**src/design/ipc_pkg.sv**
```systemverilog
`default_nettype none

package ipc_pkg;

    localparam int STACK_DEPTH = 32;
    localparam int CNT_W       = $clog2(STACK_DEPTH + 1);

    typedef logic [CNT_W-1:0] t_cnt;

    localparam t_cnt DEPTH_CNT = CNT_W'(STACK_DEPTH);

    localparam logic [7:0] CH_POW    = 8'h5E;
    localparam logic [7:0] CH_MUL    = 8'h2A;
    localparam logic [7:0] CH_DIV    = 8'h2F;
    localparam logic [7:0] CH_ADD    = 8'h2B;
    localparam logic [7:0] CH_SUB    = 8'h2D;
    localparam logic [7:0] CH_LPAREN = 8'h28;
    localparam logic [7:0] CH_RPAREN = 8'h29;
    localparam logic [7:0] CH_LOW_A  = 8'h61;
    localparam logic [7:0] CH_LOW_Z  = 8'h7A;

    typedef enum logic [2:0] {
        OP_POW    = 3'd0,
        OP_MUL    = 3'd1,
        OP_DIV    = 3'd2,
        OP_ADD    = 3'd3,
        OP_SUB    = 3'd4,
        OP_LPAREN = 3'd5
    } t_op;

    typedef enum logic [2:0] {
        K_OTHER,
        K_LETTER,
        K_ARITH,
        K_OPEN,
        K_CLOSE
    } t_kind;

    typedef enum logic [2:0] {
        ST_IDLE,
        ST_POP_OP,
        ST_POP_CL,
        ST_DRAIN,
        ST_END
    } t_state;

    typedef struct packed {
        logic push;
        logic pop;
        t_op  code;
    } t_stk_ctl;

    function automatic logic [2:0] op_rank(input t_op op);
        logic [2:0] r;
        case (op)
            OP_POW:         r = 3'd4;
            OP_MUL, OP_DIV: r = 3'd3;
            OP_ADD, OP_SUB: r = 3'd2;
            default:        r = 3'd0;
        endcase
        return r;
    endfunction

    function automatic logic [7:0] op_char(input t_op op);
        logic [7:0] c;
        case (op)
            OP_POW:  c = CH_POW;
            OP_MUL:  c = CH_MUL;
            OP_DIV:  c = CH_DIV;
            OP_ADD:  c = CH_ADD;
            OP_SUB:  c = CH_SUB;
            default: c = CH_LPAREN;
        endcase
        return c;
    endfunction

    function automatic t_op sym_to_op(input logic [7:0] sym);
        t_op op;
        case (sym)
            CH_POW:  op = OP_POW;
            CH_MUL:  op = OP_MUL;
            CH_DIV:  op = OP_DIV;
            CH_ADD:  op = OP_ADD;
            CH_SUB:  op = OP_SUB;
            default: op = OP_LPAREN;
        endcase
        return op;
    endfunction

    function automatic t_kind sym_kind(input logic [7:0] sym);
        t_kind k;
        if (sym >= CH_LOW_A && sym <= CH_LOW_Z) begin
            k = K_LETTER;
        end else begin
            case (sym)
                CH_POW, CH_MUL, CH_DIV, CH_ADD, CH_SUB: k = K_ARITH;
                CH_LPAREN: k = K_OPEN;
                CH_RPAREN: k = K_CLOSE;
                default:   k = K_OTHER;
            endcase
        end
        return k;
    endfunction

endpackage

`default_nettype wire

```
**src/design/ipc_in_if.sv**
```systemverilog
`default_nettype none

interface ipc_in_if;
    logic       valid;
    logic       ready;
    logic [7:0] symbol;
    logic       expr_end;

    modport source (output valid, output symbol, output expr_end, input ready);
    modport sink   (input valid, input symbol, input expr_end, output ready);
endinterface

`default_nettype wire

```
**src/design/ipc_out_if.sv**
```systemverilog
`default_nettype none

interface ipc_out_if;
    logic       valid;
    logic       ready;
    logic [7:0] out_symbol;
    logic       out_valid;
    logic       run_last;
    logic       expr_done;
    logic       error_flag;

    modport source (output valid, output out_symbol, output out_valid, output run_last,
                    output expr_done, output error_flag, input ready);
    modport sink   (input valid, input out_symbol, input out_valid, input run_last,
                    input expr_done, input error_flag, output ready);
endinterface

`default_nettype wire

```
**src/design/ipc_cell.sv**
```systemverilog
`default_nettype none

module ipc_cell (
    input  logic              i_clk,
    input  ipc_pkg::t_stk_ctl i_ctl,
    input  ipc_pkg::t_op      i_up,
    input  ipc_pkg::t_op      i_down,
    output ipc_pkg::t_op      o_code
);
    import ipc_pkg::*;

    t_op r_code;

    always_ff @(posedge i_clk) begin
        if (i_ctl.push) begin
            r_code <= i_up;
        end else if (i_ctl.pop) begin
            r_code <= i_down;
        end
    end

    assign o_code = r_code;

endmodule

`default_nettype wire

```
**src/design/ipc_stack.sv**
```systemverilog
`default_nettype none

module ipc_stack (
    input  logic              i_clk,
    input  ipc_pkg::t_stk_ctl i_ctl,
    output ipc_pkg::t_op      o_top
);
    import ipc_pkg::*;

    t_op w_code [STACK_DEPTH];

    genvar g;
    generate
        for (g = 0; g < STACK_DEPTH; g++) begin : g_cell
            t_op w_up;
            t_op w_down;

            if (g == 0) begin : g_head
                assign w_up = i_ctl.code;
            end else begin : g_body
                assign w_up = w_code[g-1];
            end

            if (g == STACK_DEPTH - 1) begin : g_tail
                assign w_down = w_code[g];
            end else begin : g_inner
                assign w_down = w_code[g+1];
            end

            ipc_cell u_cell (
                .i_clk  (i_clk),
                .i_ctl  (i_ctl),
                .i_up   (w_up),
                .i_down (w_down),
                .o_code (w_code[g])
            );
        end
    endgenerate

    assign o_top = w_code[0];

endmodule

`default_nettype wire

```
**src/design/infix_to_postfix_converter.sv**
```systemverilog
// Infix to postfix converter (shunting yard) with a shift-chain operator stack.
// Input channel i_in: one ASCII character per transaction (symbol), expr_end
// marks the last character of an expression. Output channel o_out: one postfix
// character per transaction, with run_last on the final one caused by an input
// transaction, expr_done on the final one of the expression, and a sticky
// error_flag (unmatched close paren or stack overflow). An expression end that
// produces nothing gives one empty marker with out_valid low.
// The stack top sits in the first cell of the chain; push and pop shift the
// whole chain by one cell at once, so operators are popped one at a time.
// States per input transaction: letters, ignored bytes and '(' go from IDLE
// to END; an operator pops through POP_OP and ')' through POP_CL first;
// with expr_end, DRAIN then emits every stack entry before END.
// Each result is held one step back so run_last is known when it is sent.
// Reset empties the stack and hold, clears the error flag and output valid.
// When the receiver stalls, the output register holds its transaction and the
// converter waits; no new character is accepted until the current one is done.
`default_nettype none

module infix_to_postfix_converter (
    input logic        i_clk,
    input logic        i_rst_n,
    ipc_in_if.sink     i_in,
    ipc_out_if.source  o_out
);
    import ipc_pkg::*;

    t_state r_state, n_state;
    t_op    r_op, n_op;
    logic   r_last, n_last;
    logic   r_err, n_err;
    t_cnt   r_cnt, n_cnt;
    t_cnt   r_pcnt, n_pcnt;
    logic   r_hold_v, n_hold_v;
    logic [7:0] r_hold_ch, n_hold_ch;
    logic   r_ov, n_ov;
    logic [7:0] r_osym, n_osym;
    logic   r_oval, n_oval;
    logic   r_orl, n_orl;
    logic   r_oed, n_oed;
    logic   r_oerr, n_oerr;

    t_stk_ctl w_ctl;
    t_op      w_top;
    logic     w_out_free;
    logic     w_emit_ok;
    logic     w_emit;
    logic [7:0] w_emit_ch;
    logic     w_fin;
    t_kind    w_kind;
    t_op      w_in_op;
    t_state   w_after;

    ipc_stack u_stack (
        .i_clk  (i_clk),
        .i_ctl  (w_ctl),
        .o_top  (w_top)
    );

    assign w_out_free = !r_ov || o_out.ready;
    assign w_emit_ok  = !r_hold_v || w_out_free;
    assign w_kind     = sym_kind(i_in.symbol);
    assign w_in_op    = sym_to_op(i_in.symbol);
    assign w_after    = r_last ? ST_DRAIN : ST_END;

    assign i_in.ready       = (r_state == ST_IDLE);
    assign o_out.valid      = r_ov;
    assign o_out.out_symbol = r_osym;
    assign o_out.out_valid  = r_oval;
    assign o_out.run_last   = r_orl;
    assign o_out.expr_done  = r_oed;
    assign o_out.error_flag = r_oerr;

    always_ff @(posedge i_clk) begin
        if (!i_rst_n) begin
            r_state  <= ST_IDLE;
            r_err    <= 1'b0;
            r_cnt    <= '0;
            r_pcnt   <= '0;
            r_hold_v <= 1'b0;
            r_ov     <= 1'b0;
            r_last   <= 1'b0;
        end else begin
            r_state  <= n_state;
            r_err    <= n_err;
            r_cnt    <= n_cnt;
            r_pcnt   <= n_pcnt;
            r_hold_v <= n_hold_v;
            r_ov     <= n_ov;
            r_last   <= n_last;
        end
    end

    always_ff @(posedge i_clk) begin
        r_op      <= n_op;
        r_hold_ch <= n_hold_ch;
        r_osym    <= n_osym;
        r_oval    <= n_oval;
        r_orl     <= n_orl;
        r_oed     <= n_oed;
        r_oerr    <= n_oerr;
    end

    always_comb begin
        n_state   = r_state;
        n_op      = r_op;
        n_last    = r_last;
        n_err     = r_err;
        n_cnt     = r_cnt;
        n_pcnt    = r_pcnt;
        n_hold_v  = r_hold_v;
        n_hold_ch = r_hold_ch;
        n_ov      = r_ov && !o_out.ready;
        n_osym    = r_osym;
        n_oval    = r_oval;
        n_orl     = r_orl;
        n_oed     = r_oed;
        n_oerr    = r_oerr;
        w_ctl     = '{push: 1'b0, pop: 1'b0, code: r_op};
        w_emit    = 1'b0;
        w_emit_ch = op_char(w_top);
        w_fin     = 1'b0;

        case (r_state)
            ST_IDLE: begin
                if (i_in.valid) begin
                    n_last = i_in.expr_end;
                    n_op   = w_in_op;
                    n_state = i_in.expr_end ? ST_DRAIN : ST_END;
                    case (w_kind)
                        K_LETTER: begin
                            w_emit    = 1'b1;
                            w_emit_ch = i_in.symbol;
                        end
                        K_ARITH: begin
                            n_state = ST_POP_OP;
                            if (r_cnt == DEPTH_CNT && op_rank(w_top) < op_rank(w_in_op)) begin
                                n_err = 1'b1;
                            end
                        end
                        K_OPEN: begin
                            if (r_cnt != DEPTH_CNT) begin
                                w_ctl.push = 1'b1;
                                w_ctl.code = OP_LPAREN;
                                n_cnt      = r_cnt + t_cnt'(1);
                                n_pcnt     = r_pcnt + t_cnt'(1);
                            end else begin
                                n_err = 1'b1;
                            end
                        end
                        K_CLOSE: begin
                            n_state = ST_POP_CL;
                            if (r_pcnt == '0) begin
                                n_err = 1'b1;
                            end
                        end
                        default: begin
                        end
                    endcase
                end
            end
            ST_POP_OP: begin
                if (r_cnt != '0 && op_rank(w_top) >= op_rank(r_op)) begin
                    if (w_emit_ok) begin
                        w_emit    = 1'b1;
                        w_ctl.pop = 1'b1;
                        n_cnt     = r_cnt - t_cnt'(1);
                    end
                end else begin
                    if (r_cnt != DEPTH_CNT) begin
                        w_ctl.push = 1'b1;
                        n_cnt      = r_cnt + t_cnt'(1);
                    end
                    n_state = w_after;
                end
            end
            ST_POP_CL: begin
                if (r_cnt != '0 && w_top != OP_LPAREN) begin
                    if (w_emit_ok) begin
                        w_emit    = 1'b1;
                        w_ctl.pop = 1'b1;
                        n_cnt     = r_cnt - t_cnt'(1);
                    end
                end else begin
                    if (r_cnt != '0) begin
                        w_ctl.pop = 1'b1;
                        n_cnt     = r_cnt - t_cnt'(1);
                        n_pcnt    = r_pcnt - t_cnt'(1);
                    end
                    n_state = w_after;
                end
            end
            ST_DRAIN: begin
                if (r_cnt != '0) begin
                    if (w_emit_ok) begin
                        w_emit    = 1'b1;
                        w_ctl.pop = 1'b1;
                        n_cnt     = r_cnt - t_cnt'(1);
                        if (w_top == OP_LPAREN) begin
                            n_pcnt = r_pcnt - t_cnt'(1);
                        end
                    end
                end else begin
                    n_state = ST_END;
                end
            end
            ST_END: begin
                if (!(r_hold_v || r_last) || w_out_free) begin
                    w_fin   = 1'b1;
                    n_state = ST_IDLE;
                end
            end
            default: begin
                n_state = ST_IDLE;
            end
        endcase

        // held character goes out once the next one is known
        if (w_emit) begin
            if (r_hold_v) begin
                n_ov   = 1'b1;
                n_osym = r_hold_ch;
                n_oval = 1'b1;
                n_orl  = 1'b0;
                n_oed  = 1'b0;
                n_oerr = n_err;
            end
            n_hold_v  = 1'b1;
            n_hold_ch = w_emit_ch;
        end

        if (w_fin) begin
            if (r_hold_v) begin
                n_ov     = 1'b1;
                n_osym   = r_hold_ch;
                n_oval   = 1'b1;
                n_orl    = 1'b1;
                n_oed    = r_last;
                n_oerr   = r_err;
                n_hold_v = 1'b0;
            end else if (r_last) begin
                n_ov   = 1'b1;
                n_osym = '0;
                n_oval = 1'b0;
                n_orl  = 1'b1;
                n_oed  = 1'b1;
                n_oerr = r_err;
            end
        end
    end

endmodule

`default_nettype wire

```
**src/flat_wrapper.sv**
```systemverilog
// flat-port wrapper written by rule: the top's interface ports become plain ports
module infix_to_postfix_converter_flat import ipc_pkg::*;
  (i_clk, i_rst_n, i_in_valid, i_in_symbol, i_in_expr_end, i_in_ready, o_out_valid, o_out_out_symbol, o_out_out_valid, o_out_run_last, o_out_expr_done, o_out_error_flag, o_out_ready);
  ipc_in_if i_in_i ();
  ipc_out_if o_out_i ();
  input logic i_clk;
  input logic i_rst_n;
  input wire logic [$bits(i_in_i.valid)-1:0] i_in_valid;
  input wire logic [$bits(i_in_i.symbol)-1:0] i_in_symbol;
  input wire logic [$bits(i_in_i.expr_end)-1:0] i_in_expr_end;
  output wire logic [$bits(i_in_i.ready)-1:0] i_in_ready;
  output wire logic [$bits(o_out_i.valid)-1:0] o_out_valid;
  output wire logic [$bits(o_out_i.out_symbol)-1:0] o_out_out_symbol;
  output wire logic [$bits(o_out_i.out_valid)-1:0] o_out_out_valid;
  output wire logic [$bits(o_out_i.run_last)-1:0] o_out_run_last;
  output wire logic [$bits(o_out_i.expr_done)-1:0] o_out_expr_done;
  output wire logic [$bits(o_out_i.error_flag)-1:0] o_out_error_flag;
  input wire logic [$bits(o_out_i.ready)-1:0] o_out_ready;
  assign i_in_i.valid = i_in_valid;
  assign i_in_i.symbol = i_in_symbol;
  assign i_in_i.expr_end = i_in_expr_end;
  assign i_in_ready = i_in_i.ready;
  assign o_out_valid = o_out_i.valid;
  assign o_out_out_symbol = o_out_i.out_symbol;
  assign o_out_out_valid = o_out_i.out_valid;
  assign o_out_run_last = o_out_i.run_last;
  assign o_out_expr_done = o_out_i.expr_done;
  assign o_out_error_flag = o_out_i.error_flag;
  assign o_out_i.ready = o_out_ready;
  infix_to_postfix_converter u_core (.i_clk(i_clk), .i_rst_n(i_rst_n), .i_in(i_in_i), .o_out(o_out_i));
endmodule
```
**config.mk**
```make
export PLATFORM = sky130hd
export DESIGN_NAME = infix_to_postfix_converter_flat
export DESIGN_NICKNAME = d
export VERILOG_FILES = /design/src/design/ipc_pkg.sv /design/src/design/ipc_in_if.sv /design/src/design/ipc_out_if.sv /design/src/design/ipc_cell.sv /design/src/design/ipc_stack.sv /design/src/design/infix_to_postfix_converter.sv /design/src/flat_wrapper.sv
export SDC_FILE = /design/constraint.sdc
export NUM_CORES = 1
export LEC_CHECK = 0
export BUFFER_PORTS_ARGS = -buffer_cell sky130_fd_sc_hd__buf_4
export CORE_ASPECT_RATIO = 1.1
export CORE_MARGIN = 5
export CORE_UTILIZATION = 40
export DETAILED_ROUTE_END_ITERATION = 7
export HOLD_SLACK_MARGIN = 0.02
export MAX_ROUTING_LAYER = met4
export PLACE_DENSITY_LB_ADDON = 0.2
export SLEW_MARGIN = 10
export SYNTH_ARGS = -nofsm -noshare
export SYNTH_HDL_FRONTEND = slang
export SYNTH_HIERARCHICAL = 1
export SYNTH_SLANG_ARGS = --single-unit
```
**constraint.sdc**
```tcl
create_clock -name i_clk -period 18 [get_ports i_clk]
set_input_delay 2.7 -clock i_clk [delete_from_list [all_inputs] [get_ports i_clk]]
set_output_delay 2.7 -clock i_clk [all_outputs]
set_load 0.01 [all_outputs]
```
==> impl_metrics.py <==
metrics = {
    "run_status": {
        "status": "complete, no violations",
    },
    "timing": {
        "clock_skew_ns": 0.009319,
        "fmax_ghz": 0.1859,
        "finalCriticalPeriod_ns": 5.378,
        "finalCritPeriodShare": 0.2988,
        "setup_violations": 0,
        "finalMaxSlewViolations": 0,
        "hold_viol_final": 0,
        "slew_headroom": 0.2802,
        "rsz0062_at_grt": "false",
        "fin_tns_setup_ns": 0,
        "worst_pin_slew_ns": 1.073,
    },
    "flow_run": {
        "max_cap_violations": 0,
    },
    "grt": {
        "antenna_found_initial": 0,
        "grt_pass1_vias": 4440,
        "grt_pass1_wl_mm": 22.24,
        "use_met2": 0.2226,
        "use_met1": 0.1783,
        "grt_max_degree": 72,
        "grt_use_total": 0.1405,
        "grt_busiest_layer": "met2",
        "gr-usage-met3": 0.03171,
        "grt_overflow": 0,
    },
    "final_layout": {
        "fin_area_um2": 8008,
        "drive_gt1_frac": 0.3251,
        "antennaDiodeCount": 0,
        "final_cell_mix": "107 x edfxtp_1, 97 x mux2_2, 36 x nor2_1, 36 x or2_2, 33 x nand2_1",
        "final_common_cell": "edfxtp_1",
        "area_delta_synth_final_pct": 13.74,
        "final_core_util": 0.4672,
        "nNetsFinal": 619,
    },
    "floorplanning": {
        "coreArea_um2": 17140,
        "die_x_um": 136.5,
        "io_pins": 27,
        "initial_core_util": 0.4107,
        "die_y_um": 149.1,
        "fp.dieArea_um2": 20360,
        "num_rows": 50,
    },
    "placed_design": {
        "gp_congestion": 0.7863,
        "port_buffers": 26,
        "dp_hpwl_mm": 9.417,
        "placed_area_um2": 7453,
    },
    "clock_network": {
        "postCtsSetupBuffers": 0,
        "cts_hold_buffers": 0,
        "cts_made_buffers": 17,
        "cts-root-buf": "clkbuf_16",
        "clock-sinks": 138,
        "clk_latency_ns": 0.41,
        "ctsResizeCount": 0,
        "cts_tree": "yes",
        "htreeDepth": 4,
        "clockBufferDepth": 2,
        "clk_pin_slew_worst_paths_ns": 0.05,
    },
    "hold_path": {
        "hold_path_class": "reg2reg",
        "min_to": "u_core/o_out.out_symbol[0]$_DFF_P_",
        "min_from": "u_core/o_out.out_symbol[0]$_DFF_P_",
        "hold_depth": 2,
    },
    "synth": {
        "avgSynthCellArea_um2": 12.42,
        "ys_seq_area_frac": 0.5445,
        "yosys_register_bits": 138,
        "async_flop_share": 0,
        "synth_area_um2": 7041,
        "syn-num-nets": 592,
        "synth_edf_count": 107,
        "syn_inst": 567,
        "yosysUniqueCellTypes": 67,
        "yosysWarnings": 6,
        "synth_ff_type": "edfxtp_1",
    },
    "power": {
        "ir_drop_uv": 65.15,
        "p_leak_uw": 0.002988,
        "power_density_nw_per_um2": 130.4,
    },
    "worst_setup_path": {
        "rr_worst_depth": 10,
        "cp_max_fo": 71,
        "crit_path_cell_trace": "buf_4, nor4b_4, and2_1, nand4b_1, o31ai_4, buf_4, buf_4, mux2_2",
        "crit_slowest_cell": "buf_4",
        "r2r_end": "u_core/u_stack/g_cell[22].u_cell/o_code[1]$_DFFE_PP_",
        "critPathArrivalTime_ns": 5.54,
        "critPathRequiredTime_ns": 18.16,
        "critPathTopFamily": "buffers and inverters",
        "max_stage_delay_ns": 0.70,
        "worst_setup_path_start_kind": "input port",
        "r2r_slack_ns": 13.80,
        "cpMostUsedCell": "buf_4",
        "worst_setup_path_end_kind": "register",
        "worstSetupPathType": "in2reg",
        "reg2reg_from": "u_core/u_stack/g_cell[0].u_cell/o_code[0]$_DFFE_PP_",
        "cp_num_buf_inv": 3,
    },
    "drt": {
        "wl_mm": 13.49,
        "avgViaCountPerCell": 5.325,
        "drc": 0,
        "ant_nets": 0,
        "wl_per_cell_um": 16.06,
        "drt-initial-drc-count": 344,
        "vias": 4473,
        "drtPass1Iterations": 5,
    },
}
[cell type report]
| type | count | area (um2) |
|---|---|---|
| Timing Repair Buffer | 29 | 217.7 |
| Inverter | 18 | 67.56 |
| Multi-Input combinational cell | 390 | 3042 |
| Clock inverter | 14 | 128.9 |
| Clock buffer | 17 | 425.4 |
| Tap cell | 234 | 292.8 |
| Sequential cell | 138 | 3834 |
| Fill cell | 1604 | 9134 |
[kinds of logic (layout without fill, tap and decap cells)]
| family | count (synthesis) | count (layout) | synth area share |
|---|---|---|---|
| other | 1 | 1 | 0.0005326 |
| AOI/OAI and AO/OA | 90 | 90 | 0.09064 |
| buffers and inverters | 39 | 78 | 0.02541 |
| xor gates and xnor gates | 9 | 9 | 0.01120 |
| adders and majority gates | 12 | 12 | 0.02239 |
| muxes | 113 | 113 | 0.1779 |
| and+or+nand+nor | 165 | 165 | 0.1274 |
| DFF | 138 | 138 | 0.5445 |
[per-layer routing]
layer  part of all wire  up-vias
li1                   -     2198
met1               0.47     2163
met2               0.48      100
met3              0.036       12
met4              0.011        0
met5                  0        -
[synthesized netlist by cell type (all sizes together) (3+ instances only)]
master / number / area share
nor2b: 3 / 0.0027
xnor2: 6 / 0.0075
o22ai: 4 / 0.0036
and3b: 3 / 0.0037
o311ai: 4 / 0.0050
a31oi: 9 / 0.0080
nand2: 33 / 0.018
inv: 18 / 0.0096
a211oi: 4 / 0.0043
or3: 3 / 0.0027
and2: 7 / 0.0062
a21oi: 15 / 0.011
o21ai: 21 / 0.015
mux2i: 16 / 0.023
mux2: 97 / 0.16
xor2: 3 / 0.0037
or2: 36 / 0.032
dfxtp: 31 / 0.088
buf: 9 / 0.0092
edfxtp: 107 / 0.46
nor3: 6 / 0.0043
ha: 11 / 0.020
nand2b: 11 / 0.0098
a21o: 4 / 0.0043
nor2: 37 / 0.021
clkbuf: 12 / 0.0066
and3: 4 / 0.0036
nand4b: 3 / 0.0037
nand3: 8 / 0.0057
o31ai: 4 / 0.0043
[worst max path at each step]
stage,start,end,slack (ns),cells past startpoint
finish,i_in_valid,u_core/u_stack/g_cell[22].u_cell/o_code[1]$_DFFE_PP_,12.62,8
global placement,i_in_symbol[7],u_core/u_stack/g_cell[27].u_cell/o_code[2]$_DFFE_PP_,12.31,8
floorplan,u_core/u_stack/g_cell[0].u_cell/o_code[2]$_DFFE_PP_,u_core/u_stack/g_cell[0].u_cell/o_code[0]$_DFFE_PP_,6.91,9
global route,i_in_valid,u_core/u_stack/g_cell[22].u_cell/o_code[1]$_DFFE_PP_,12.48,8
detailed placement,i_in_valid,u_core/u_stack/g_cell[22].u_cell/o_code[1]$_DFFE_PP_,12.20,8
CTS,i_in_valid,u_core/u_stack/g_cell[22].u_cell/o_code[1]$_DFFE_PP_,12.64,8
[state kept, by name (all words and copies together), names as in the netlist, 3 cells and up]
name and count:
u_core/o_out.out_symbol 8, u_core/r_cnt 6, u_core/r_hold_ch 8, u_core/r_op 3, u_core/r_pcnt 6, u_core/r_state 3
u_core/u_stack/g_cell.u_cell/o_code 96
[metrics by stage]
step	power, uW	hold WS [ns]	setup WS, ns	std cells
global route	1097	0.4846	12.48	840
floorplan	667.3	0.4461	6.906	567
detailed placement	718.7	0.4455	12.20	809
global placement	709.4	0.4469	12.31	809
CTS	1053	0.4629	12.64	840
finish	1044	0.4596	12.62	840
[where the power goes]
group | total, uW | internal, uW | leakage, uW | switching [uW]
Sequential | 465 | 427 | 0.00122 | 37.5
Clock | 333 | 201 | 0.000273 | 132
Combinational | 246 | 120 | 0.00149 | 127
Total | 1040 | 748 | 0.00299 | 296
[worst reg2reg max path: stages, from the launching register on]
cell and delay [ns]:
edfxtp_1 0.51, nor3_1 0.51, ha_1 0.34, a21o_1 0.18, a31oi_1 0.17, buf_4 0.21
a21oi_1 0.12, o31ai_4 0.21, buf_4 0.53, buf_4 0.72, mux2_2 0.46
Power figures use the tool's default switching activity.
